[src/assert_macros.svh]
`ifndef ASSERT_MACROS_SVH
`define ASSERT_MACROS_SVH

// Property must hold on every clock edge outside reset.
`define ASSERT_HOLDS(lbl, clk, rst, prop) \
   lbl: assert property (@(posedge clk) disable iff (rst) (prop)) \
      else $error("assertion failed");

// Property must never hold outside reset.
`define ASSERT_NEVER(lbl, clk, rst, prop) \
   lbl: assert property (@(posedge clk) disable iff (rst) not (prop)) \
      else $error("forbidden condition seen");

`endif

[src/pust_ram.sv]
module pust_ram #(
   parameter int WIDTH = 32,
   parameter int DEPTH = 64
) (
   input  logic                     clock,
   input  logic                     wr_en,
   input  logic [$clog2(DEPTH)-1:0] wr_addr,
   input  logic [WIDTH-1:0]         wr_data,
   input  logic                     rd_en,
   input  logic [$clog2(DEPTH)-1:0] rd_addr,
   output logic [WIDTH-1:0]         rd_data
);

   logic [WIDTH-1:0] mem [DEPTH];
   logic [WIDTH-1:0] rd_data_ff;

   always_ff @(posedge clock) begin
      if (wr_en) begin
         mem[wr_addr] <= wr_data;
      end
      if (rd_en) begin
         rd_data_ff <= mem[rd_addr];
      end
   end

   assign rd_data = rd_data_ff;

endmodule

[config.mk]
export PLATFORM = sky130hd
export DESIGN_NAME = pust_ram
export DESIGN_NICKNAME = d
export VERILOG_FILES = /design/src/assert_macros.svh /design/src/pust_ram.sv
export SDC_FILE = /design/constraint.sdc
export NUM_CORES = 2
export LEC_CHECK = 0
export ABC_AREA = 0
export BUFFER_PORTS_ARGS = -buffer_cell sky130_fd_sc_hd__buf_2
export CAP_MARGIN = 20
export CORE_AREA = 8 8 453 455
export DETAILED_ROUTE_END_ITERATION = 10
export DIE_AREA = 0 0 461 463
export GPL_TIMING_DRIVEN = 0
export PLACE_DENSITY = 0.53
export SYNTH_ARGS = -nofsm -noshare
export SYNTH_HDL_FRONTEND = slang
export SYNTH_SLANG_ARGS = --single-unit
[constraint.sdc]
create_clock -name clock -period 5.1 [get_ports clock]
set_input_delay 0.765 -clock clock [delete_from_list [all_inputs] [get_ports clock]]
set_output_delay 0.765 -clock clock [all_outputs]
set_load 0.1 [all_outputs]
---- After elaboration in Yosys (flattened, before gate mapping) ----
Memories as Yosys holds them, arrays and structs flattened. A register that Yosys moved wholly into a read port is not among the register bits.
Cells that the tools add are included.
operators by class
  mux-type cells .......................... 2
operators by type and width
  cell              count
  2-to-1 mux 1 bit  2
word-level totals
  register bits after elaboration ......... 0
  memory bits (writable) .................. 2,048
  input port bits ......................... 47
  output and inout bits ................... 32
  logic and storage cells ................. 3
  memories kept ........................... 1
memories
  memory  words  width  rd ports  clocked after memory_dff  wr ports  RTL line        RTL
  mem     64     32     1         1                         1         pust_ram.sv:14  logic [WIDTH-1:0] mem [DEPTH];

---- Depth between registers and ports, before layout ----
  word-level depth ........................ 2
  depth in mapped cells ................... 10
  depth with buffers taken out ............ 5

---- Worst setup path after synthesis ----
OpenSTA, ideal clock, no wires.
  path type ............................... input port to flip-flop
  start point ............................. in wr_addr[3]
  end point ............................... mem mem[48][0], enable pin
  library setup time ...................... 0.461 ns
  arrival time ............................ 3.464 ns
  required time ........................... 4.639 ns
  setup slack ............................. 1.175 ns
  stages .................................. 4
  buffers on the path ..................... 1
  path through ............................ clkbuf_1 nor2b_1 nand4b_1 nor3_1
RTL lines
  item         RTL line        RTL
  from (decl)  pust_ram.sv:7   input logic [$clog2(DEPTH)-1:0] wr_addr,
  to (decl)    pust_ram.sv:14
Straight into the memory's write port.

==> key figures <==
Run status
  – Outcome: finished clean

Layout
  – Most common cell after layout, fill and taps aside: edfxtp_1
  – Most frequent cells in the layout: edfxtp_1, mux4_2, clkbuf_16, clkbuf_1, buf_2
  – Finished Core Util: 0.469
  – Layout area overhead: 18.0%
  – Share of layout cells above drive strength 1: 0.309
  – Fill cells: 16,300
  – Layout net count: 3,818

Clocking
  – Setup Buffers After CTS: 0
  – Max clock buf depth: 3
  – CTS tree: built
  – Reg clk slew, reported paths: 0.06 ns
  – CTS buffer count: 211
  – Worst skew pair latency: 0.84 ns
  – H-tree depth: 4
  – # clock sinks: 2,080
  – Root Driver: clkbuf_16
  – Hold Buf Count CTS: 0
  – Post_cts resized: 0

Floorplan
  – Area of the core: 0.198 mm^2
  – Core Rows: 164
  – DIE WIDTH: 461 um
  – Starting Density: 0.398
  – Die height: 463 um
  – Die area: 0.213 mm^2
  – I/O pins: 79

Synthesis
  – Post-synth cell types: 33
  – Synth Area in XOR/XNOR: 0
  – Share of the synthesized area in the top cell type: 0.792
  – Cells after Synth: 3,324
  – Synthesized area per cell: 23.7 um^2
  – Synth area leaders: edfxtp_1, mux4_2, mux2i_1
  – Compound-cell area share of the yosys netlist: 0.0167
  – Synth Area in Simple Gates: 0.0126
  – Leading area contributor after synthesis: edfxtp_1
  – FF+latch count, synth: 2,080
  – Seq/Total Area, Yosys: 0.792
  – Synthesized Nets: 3,371
  – Adder-cell share of the synthesized area: 0
  – Mapped cell area: 0.0788 mm^2
  – Mux cell area share after synthesis: 0.167
  – Largest family of logic cells by synthesized area: multiplexers
  – Yosys warns: 0

STA
  – Max-Slew Margin vs Limit: 0.169
  – Final hold vios: 0
  – Worst-Margin Slew: 1.25 ns
  – Fin crit share: 0.860
  – RSZ-0062 raised after global routing: false
  – Final setup vio count: 0
  – Hold slack: 0.250 ns
  – Final min period: 4.38 ns
  – Slew Viols, Final: 0
  – F_max: 0.228 GHz
  – Setup skew after layout: 0.0262 ns
  – Min setup slack post-route: 0.716 ns

Drt
  – DR WL/cell: 38.9 um
  – Initial DRC Count: 6,026
  – Detailed-route wire length: 257,000 um
  – DRT antenna net count: 0
  – Vias: 39,400
  – Vias per cell: 5.97
  – Residual DRC: 0
  – First-pass DRT Iterations: 6

Critical path
  – Reg-to-reg startpoint: mem[14][13]$_DFFE_PP_
  – Crit path buf inv count: 4
  – CP arrival: 4.94 ns
  – R2R setup slack: 2.25 ns
  – Critical Path, Cell by Cell: buf_2 > buf_2 > buf_2 > clkbuf_1 > mux4_2 > o22ai_1 > nor2_1 > a21oi_1 > nor2_1
  – CP max-delay cell: clkbuf_1
  – Endpoint class of the critical path: register
  – Critical path's most frequent cell: buf_2
  – Worst reg2reg path depth: 4
  – Crit-path leading delay family: buffers and inverters
  – FF-to-FF End: rd_data[13]$_DFFE_PP_
  – CP peak stage delay: 0.87 ns
  – CP required: 5.66 ns
  – Largest fanout on the critical path: 10
  – Crit path kind: in -> reg
  – Crit path launch type: primary input

Hold path
  – WHS Endpoint: mem[36][8]$_DFFE_PP_
  – Hold path startpoint: wr_data[8]
  – Hold crit path type: in -> reg
  – Hold depth: 1

Power and ir drop
  – Total power: 36,400 uW
  – Cell Pwr Density: 391 mW/mm^2
  – Worst vdd ir: 0.323 mV
  – P_leak: 0.0289 uW

Global route
  – Gr usage total: 0.237
  – First-pass GRT wire length: 344,000 um
  – Vias in the first global route: 39,000
  – Largest net degree at the start of global routing: 65
  – Antenna violations before repair: 21
  – GRT Residual Overflow: 0

Placement
  – DPL Wire Length: 176,000 um
  – Port-buffer cells: 70
  – Gpl congestion: 0.818
  – Pre-CTS setup slack: -0.0909 ns

Flow run
  – Max cap viols: 0
[how the worst max path moves through the flow]
stage / from / cells past startpoint / endpoint / slack, ns
3_5_place_dp: rd_addr[1] / 9 / rd_data[1]$_DFFE_PP_ / -0.09
4_1_cts: rd_addr[1] / 9 / rd_data[1]$_DFFE_PP_ / 0.82
5_1_grt: rd_addr[1] / 9 / rd_data[13]$_DFFE_PP_ / 0.82
3_3_place_gp: wr_addr[4] / 3 / mem[48][14]$_DFFE_PP_ / -3.16
6_report: rd_addr[1] / 9 / rd_data[1]$_DFFE_PP_ / 0.72
2_1_floorplan: wr_addr[3] / 4 / mem[48][0]$_DFFE_PP_ / 1.18
[flip-flops by register name, indices dropped and copies added (netlist names)]
register / flops
rd_data: 32
mem: 2048
[layout make-up]
| type | count | area, um^2 | share of cell area |
|---|---|---|---|
| Sequential cell | 2080 | 62500 | 0.671 |
| Multi-Input combinational cell | 1062 | 16000 | 0.172 |
| Clock buffer | 267 | 5550 | 0.0597 |
| Timing Repair Buffer | 234 | 3740 | 0.0402 |
| Tap cell | 2656 | 3320 | 0.0357 |
| Clock inverter | 113 | 1090 | 0.0118 |
| Buffer | 182 | 888 | 0.00955 |
| Antenna cell | 7 | 17.5 | 0.000188 |
[metal layers]
layer	global-route usage	routed length [um]	vias to the layer above
li1	-	-	15200
met1	0.324	100000	21600
met2	0.378	123000	2154
met3	0.0457	22900	445
met4	0.0897	11400	2
met5	0	20	-
[through the flow]
stage | TNS [ns] | cell area (um^2) | instances
after floorplan | 0 | 78800 | 3324
after detailed placement | -0.0962 | 86100 | 6201
after CTS | 0 | 92800 | 6581
after global routing | 0 | 93000 | 6595
after global placement | -2202.08 | 82500 | 6050
final | 0 | 93000 | 6601
[cells by family (layout without fill, tap and decap cells)]
family | count (synthesis) | count (layout)
simple gates | 223 | 223
buf+inv | 182 | 796
mux | 637 | 637
flops | 2080 | 2080
compound gates | 202 | 202
other cells | 0 | 7
[report_power, final]
part           switching, uW  internal [uW]  total (uW)
registers               29.1          19000       19000
logic                   1570            706        2280
clock network           6620           8470       15100
[synthesized netlist by cell type]
library cell,instances
and3_1,4
or3_1,3
nor3_1,7
nand4b_1,1
o32ai_1,4
nand2_1,26
nand4_1,2
buf_1,21
buf_6,5
or2_1,1
and2_1,2
a41o_1,4
or2_0,1
o221ai_1,27
nor2b_1,15
nand2b_1,8
or2_2,1
o22ai_1,84
or3b_1,2
mux2i_1,93
buf_4,25
edfxtp_1,2080
a22oi_1,12
a21oi_1,62
buf_2,57
clkbuf_1,74
a31oi_1,1
mux4_2,544
a311oi_1,8
nor2_1,137
nand3b_1,5
nand3_1,5
or3b_2,3
(Power assumes the default switching activity.)
