File: config.mk
export PLATFORM = sky130hd
export DESIGN_NAME = pust_fold
export DESIGN_NICKNAME = d
export VERILOG_FILES = /design/src/assert_macros.svh /design/src/pust_pkg.sv /design/src/pust_fold.sv
export SDC_FILE = /design/constraint.sdc
export NUM_CORES = 1
export LEC_CHECK = 0
export BUFFER_PORTS_ARGS = -buffer_cell sky130_fd_sc_hd__buf_2
export CAP_MARGIN = 25
export CORE_AREA = 4 4 220 222
export DETAILED_ROUTE_END_ITERATION = 8
export DIE_AREA = 0 0 224 226
export PLACE_DENSITY = 0.44
export RECOVER_POWER = 100
export SLEW_MARGIN = 20
export SYNTH_ARGS = -nofsm -noshare
export SYNTH_HDL_FRONTEND = slang
export SYNTH_SLANG_ARGS = --single-unit
File: constraint.sdc
create_clock -name vclk -period 3.6
set_input_delay 0.72 -clock vclk [all_inputs]
set_output_delay 0.72 -clock vclk [all_outputs]
set_load 0.005 [all_outputs]
File: src/assert_macros.svh
`ifndef ASSERT_MACROS_SVH
`define ASSERT_MACROS_SVH

// Property must hold on every clock edge outside reset.
`define ASSERT_HOLDS(lbl, clk, rst, prop) \
   lbl: assert property (@(posedge clk) disable iff (rst) (prop)) \
      else $error("assertion failed");

// Property must never hold outside reset.
`define ASSERT_NEVER(lbl, clk, rst, prop) \
   lbl: assert property (@(posedge clk) disable iff (rst) not (prop)) \
      else $error("forbidden condition seen");

`endif

File: src/pust_pkg.sv
package pust_pkg;

   localparam int SLOT_INDEX_W = 6;
   localparam int TICK_W       = 32;

   typedef logic [1:0]              kind_type;
   typedef logic [SLOT_INDEX_W-1:0] slot_type;
   typedef logic [TICK_W-1:0]       tick_type;

   localparam kind_type KIND_UPDATE = 2'd0;
   localparam kind_type KIND_CLEAR  = 2'd1;
   localparam kind_type KIND_READ   = 2'd2;

   localparam tick_type EMPTY_MIN = 32'hFFFF_FFFF;

   typedef struct packed {
      tick_type period_count;
      tick_type missed_periods;
      tick_type cpu_min;
      tick_type cpu_max;
      tick_type cpu_total;
      tick_type wall_min;
      tick_type wall_max;
      tick_type wall_total;
   } stats_rec_type;

   localparam stats_rec_type EMPTY_REC = '{
      period_count:   '0,
      missed_periods: '0,
      cpu_min:        EMPTY_MIN,
      cpu_max:        '0,
      cpu_total:      '0,
      wall_min:       EMPTY_MIN,
      wall_max:       '0,
      wall_total:     '0
   };

endpackage

File: src/pust_fold.sv
module pust_fold import pust_pkg::*; (
   input  stats_rec_type old_rec,
   input  logic          period_expired,
   input  tick_type      cpu_ticks,
   input  tick_type      wall_ticks,
   output stats_rec_type new_rec
);

   always_comb begin
      new_rec.period_count   = old_rec.period_count + 32'd1;
      new_rec.missed_periods = old_rec.missed_periods + {31'd0, period_expired};
      new_rec.cpu_total      = old_rec.cpu_total + cpu_ticks;
      new_rec.wall_total     = old_rec.wall_total + wall_ticks;
      new_rec.cpu_min  = (cpu_ticks  < old_rec.cpu_min)  ? cpu_ticks  : old_rec.cpu_min;
      new_rec.cpu_max  = (cpu_ticks  > old_rec.cpu_max)  ? cpu_ticks  : old_rec.cpu_max;
      new_rec.wall_min = (wall_ticks < old_rec.wall_min) ? wall_ticks : old_rec.wall_min;
      new_rec.wall_max = (wall_ticks > old_rec.wall_max) ? wall_ticks : old_rec.wall_max;
   end

endmodule

**Yosys cells after proc, flatten, opt, wreduce, memory -nomap -nowiden**

Cells that the tools add are included.

- Add/sub/neg operators: 4
- Order comparisons: 4
- Muxes and demuxes: 4

Operator list:

| cell | count |
|---|---|
| 32-bit 2-to-1 mux | 4 |
| 32-bit adder | 2 |
| 32-bit > comparator | 2 |
| 32-bit less-than comparator | 2 |
| 32-bit by 1-bit adder with 32-bit output | 1 |
| 32-bit by 1-bit adder with 32-bit output, second input constant | 1 |

- Bits in registers: 0
- Bits of input ports: 321
- Output and inout port bits: 256
- Word-level logic and storage cells: 12

**Depth between registers and ports, before layout**

- Depth in word-level cells: 2
- Depth in mapped cells: 10
- Mapped depth without buffers: 9

**Worst setup path before layout**

Ideal clock, no wire load.

- Path kind: in2out
- From: input old_rec[96] in the netlist's numbering
- To: output new_rec[120] in the netlist's numbering
- Data arrival time: 2.684 ns
- Required time: 2.880 ns
- Setup slack: 0.196 ns
- Stages: 9
- Path buffers: 0
- Cells stage by stage: ha_1 fa_1 a21o_1 a221o_1 o21ai_1 o21ai_1 a21bo_2 o31ai_2 xnor2_1

RTL lines:

| what | RTL line | source |
|---|---|---|
| start, declared | pust_fold.sv:2 | `input stats_rec_type old_rec,` |
| end, declared | pust_fold.sv:6 | `output stats_rec_type new_rec` |

==> impl_metrics.py <==
metrics = {
    "run_status": {
        "run_status": "finished with violations",
        "violations": "negative setup slack",
    },
    "route": {
        "drcViolationCount": 0,
        "dr_total_vias": 12100,
        "drt_iter0_markers": 358,
        "totalWireLength_microns": 49200,
        "avgViaCountPerCell": 4.64,
        "antenna_left": 0,
        "wl_per_cell_microns": 18.9,
        "dr.pass1.iters": 5,
    },
    "setup_path": {
        "cp_max_fo": 2,
        "crit_arrival_ns": 3.10,
        "cp.required_ns": 2.88,
        "critPathCaptureType": "output pin",
        "path_class": "input port to output pin",
        "cp-start-kind": "input port",
    },
    "floorplanning": {
        "initial_core_util_pct": 19.5,
        "coreArea_sq_um": 46400,
        "dieArea_sq_um": 50600,
        "die_w_microns": 224,
        "die_y_microns": 226,
        "io_pins": 577,
        "num_rows": 79,
    },
    "global_routing": {
        "grt_overflow_total": 0,
        "grt_pass1_wl_microns": 71100,
        "grtUsageTotal_pct": 17.5,
        "antenna_found_initial": 4,
        "grt_max_degree": 16,
        "grt_pass1_vias": 12500,
    },
    "power_and_ir_drop": {
        "p_per_area_nw_per_um2": 183,
        "power_frac_comb_pct": 100.0,
        "pwr-share-clk_pct": 0,
        "p_sw_mw": 1.44,
        "p_leak_nw": 8.88,
        "vdd_ir_drop_max_mv": 0.108,
        "p_seq_share_pct": 0,
        "p_int_mw": 1.68,
        "swShare_pct": 46.2,
        "p_total_mw": 3.12,
    },
    "sta": {
        "slew_violations": 0,
        "max_freq_ghz": 0.262,
        "worst_pin_slew_ns": 0.593,
        "min_period_ns": 3.82,
        "finalHoldViolCount": 0,
        "slew-limit-headroom_pct": 60.3,
        "setup_violations": 131,
        "period_share_pct": 106,
        "rsz0062_at_grt": "yes",
        "layout_setup_ws_ns": -0.223,
    },
    "min_path": {
        "hold_path.class": "input port to output pin",
    },
    "layout": {
        "nNetsFinal": 2507,
        "design.seq.count": 0,
        "final_cell_mix": "buf_2, buf_4, buf_6",
        "n_clock_buffer": 0,
        "ff_latch_area_sq_um": 0,
        "syn_to_final_growth_pct": 88.9,
        "multi_input_comb_area_sq_um": 9870,
        "num-fill-cells": 4862,
        "layoutNonFillerInstCount": 2601,
        "final_cell_area_sq_um": 17100,
        "final_common_cell": "buf_2",
        "drive_gt1_share_pct": 50.8,
    },
    "placement": {
        "io_buffers": 577,
        "routabilityCongestion": 0.917,
        "placed_area_sq_um": 14000,
        "dp_hpwl_microns": 40600,
        "dp.cells": 2560,
    },
    "yosys": {
        "synth.yosys.seq_area_share_pct": 0,
        "synth_fp_nets": 1724,
        "syn_area_sq_um": 9030,
        "synth_area_per_cell_sq_um": 7.46,
        "syn-instance-count": 1210,
        "yosysWarnings": 0,
        "synth_cell_types": 66,
    },
    "flow_run": {
        "cap_violations": 0,
    },
    "clocking": {
        "cts-hold-fix-buffers": 0,
    },
}
[final cells by class]
class | count | share of cell area, %
Antenna cell | 3 | 0.0440
Inverter | 144 | 3.26
Multi-Input combinational cell | 1045 | 57.9
Tap cell | 607 | 4.45
Timing Repair Buffer | 802 | 34.4
[logic make-up after synthesis]
logic type	count (synthesis)	share of synthesized area, %
buf+inv	165	7.41
fa+ha+maj	193	26.9
compound gates	290	20.9
mux	130	16.2
xor+xnor	118	11.4
simple gates	314	17.1
[cell usage after synthesis, types with 10 or more instances]
library cell  count  area, sq um
a21o_1           78          586
a21oi_1          93          465
a31oi_1          10         62.6
and3_1           16          100
ha_1            191         2390
inv_1           144          541
mux2_2          127         1430
nand2_1          83          312
nand2b_1         10         62.6
nand3_1          42          210
nand4_1          45          282
nor2_1           69          259
nor3_1           15         75.1
o21ai_0          40          200
xnor2_1          62          543
xor2_1           56          490
[metrics by stage]
step / worst slack [ns] / hold slack, ns / setup TNS (ns) / util [%]
2_1_floorplan: 0.196 / 1.47 / 0 / -
5_1_grt: -0.314 / 1.71 / -28.85 / 36.8
6_report: -0.223 / 1.68 / -14.36 / 36.8
4_1_cts: -0.271 / 1.70 / -18.07 / 35.1
3_5_place_dp: -0.549 / 1.70 / -45.02 / 30.2
3_3_place_gp: -0.571 / 1.70 / -45.87 / 30.2
[worst max-delay path: stages]
cell and delay (ns):
buf_8 0.09, ha_1 0.24, fa_2 0.38, a21o_1 0.20
a221o_1 0.37, buf_6 0.15, o21ai_4 0.15, o21ai_4 0.10
a21bo_4 0.25, o31ai_4 0.17, xnor2_1 0.13, buf_2 0.14
[worst paths after layout]
kind	from	to	slack, ns	cells past startpoint
max	cpu_ticks[0]	new_rec[120]	-0.22	12
min	old_rec[223]	new_rec[223]	1.68	3
[power groups by stage]
stage / clock [mW] / sequential, mW / combinational [mW]
2_1_floorplan: 0 / 0 / 1.15
3_5_place_dp: 0 / 0 / 2.36
6_report: 0.000000112 / 0 / 3.12
3_3_place_gp: 0 / 0 / 2.35
4_1_cts: 0 / 0 / 2.94
5_1_grt: 0.000000112 / 0 / 3.36
[layer usage]
layer / routed length [microns] / track usage, % / up-vias
met5: 0 / 0 / -
met3: 2740 / 2.46 / 40
met2: 24900 / 32.8 / 382
met1: 20800 / 21.7 / 5684
met4: 775 / 2.45 / 0
li1: - / - / 5957
[what timing repair did]
| action | 4_1_cts | 5_1_grt |
|---|---|---|
| pin swaps | 70 | 55 |
| setup endpoints to repair | 161 | 160 |
| gates resized for setup | 359 | 170 |
| cloned | 12 | 2 |
| buffers inserted | 21 | 13 |
(Power assumes the default switching activity.)
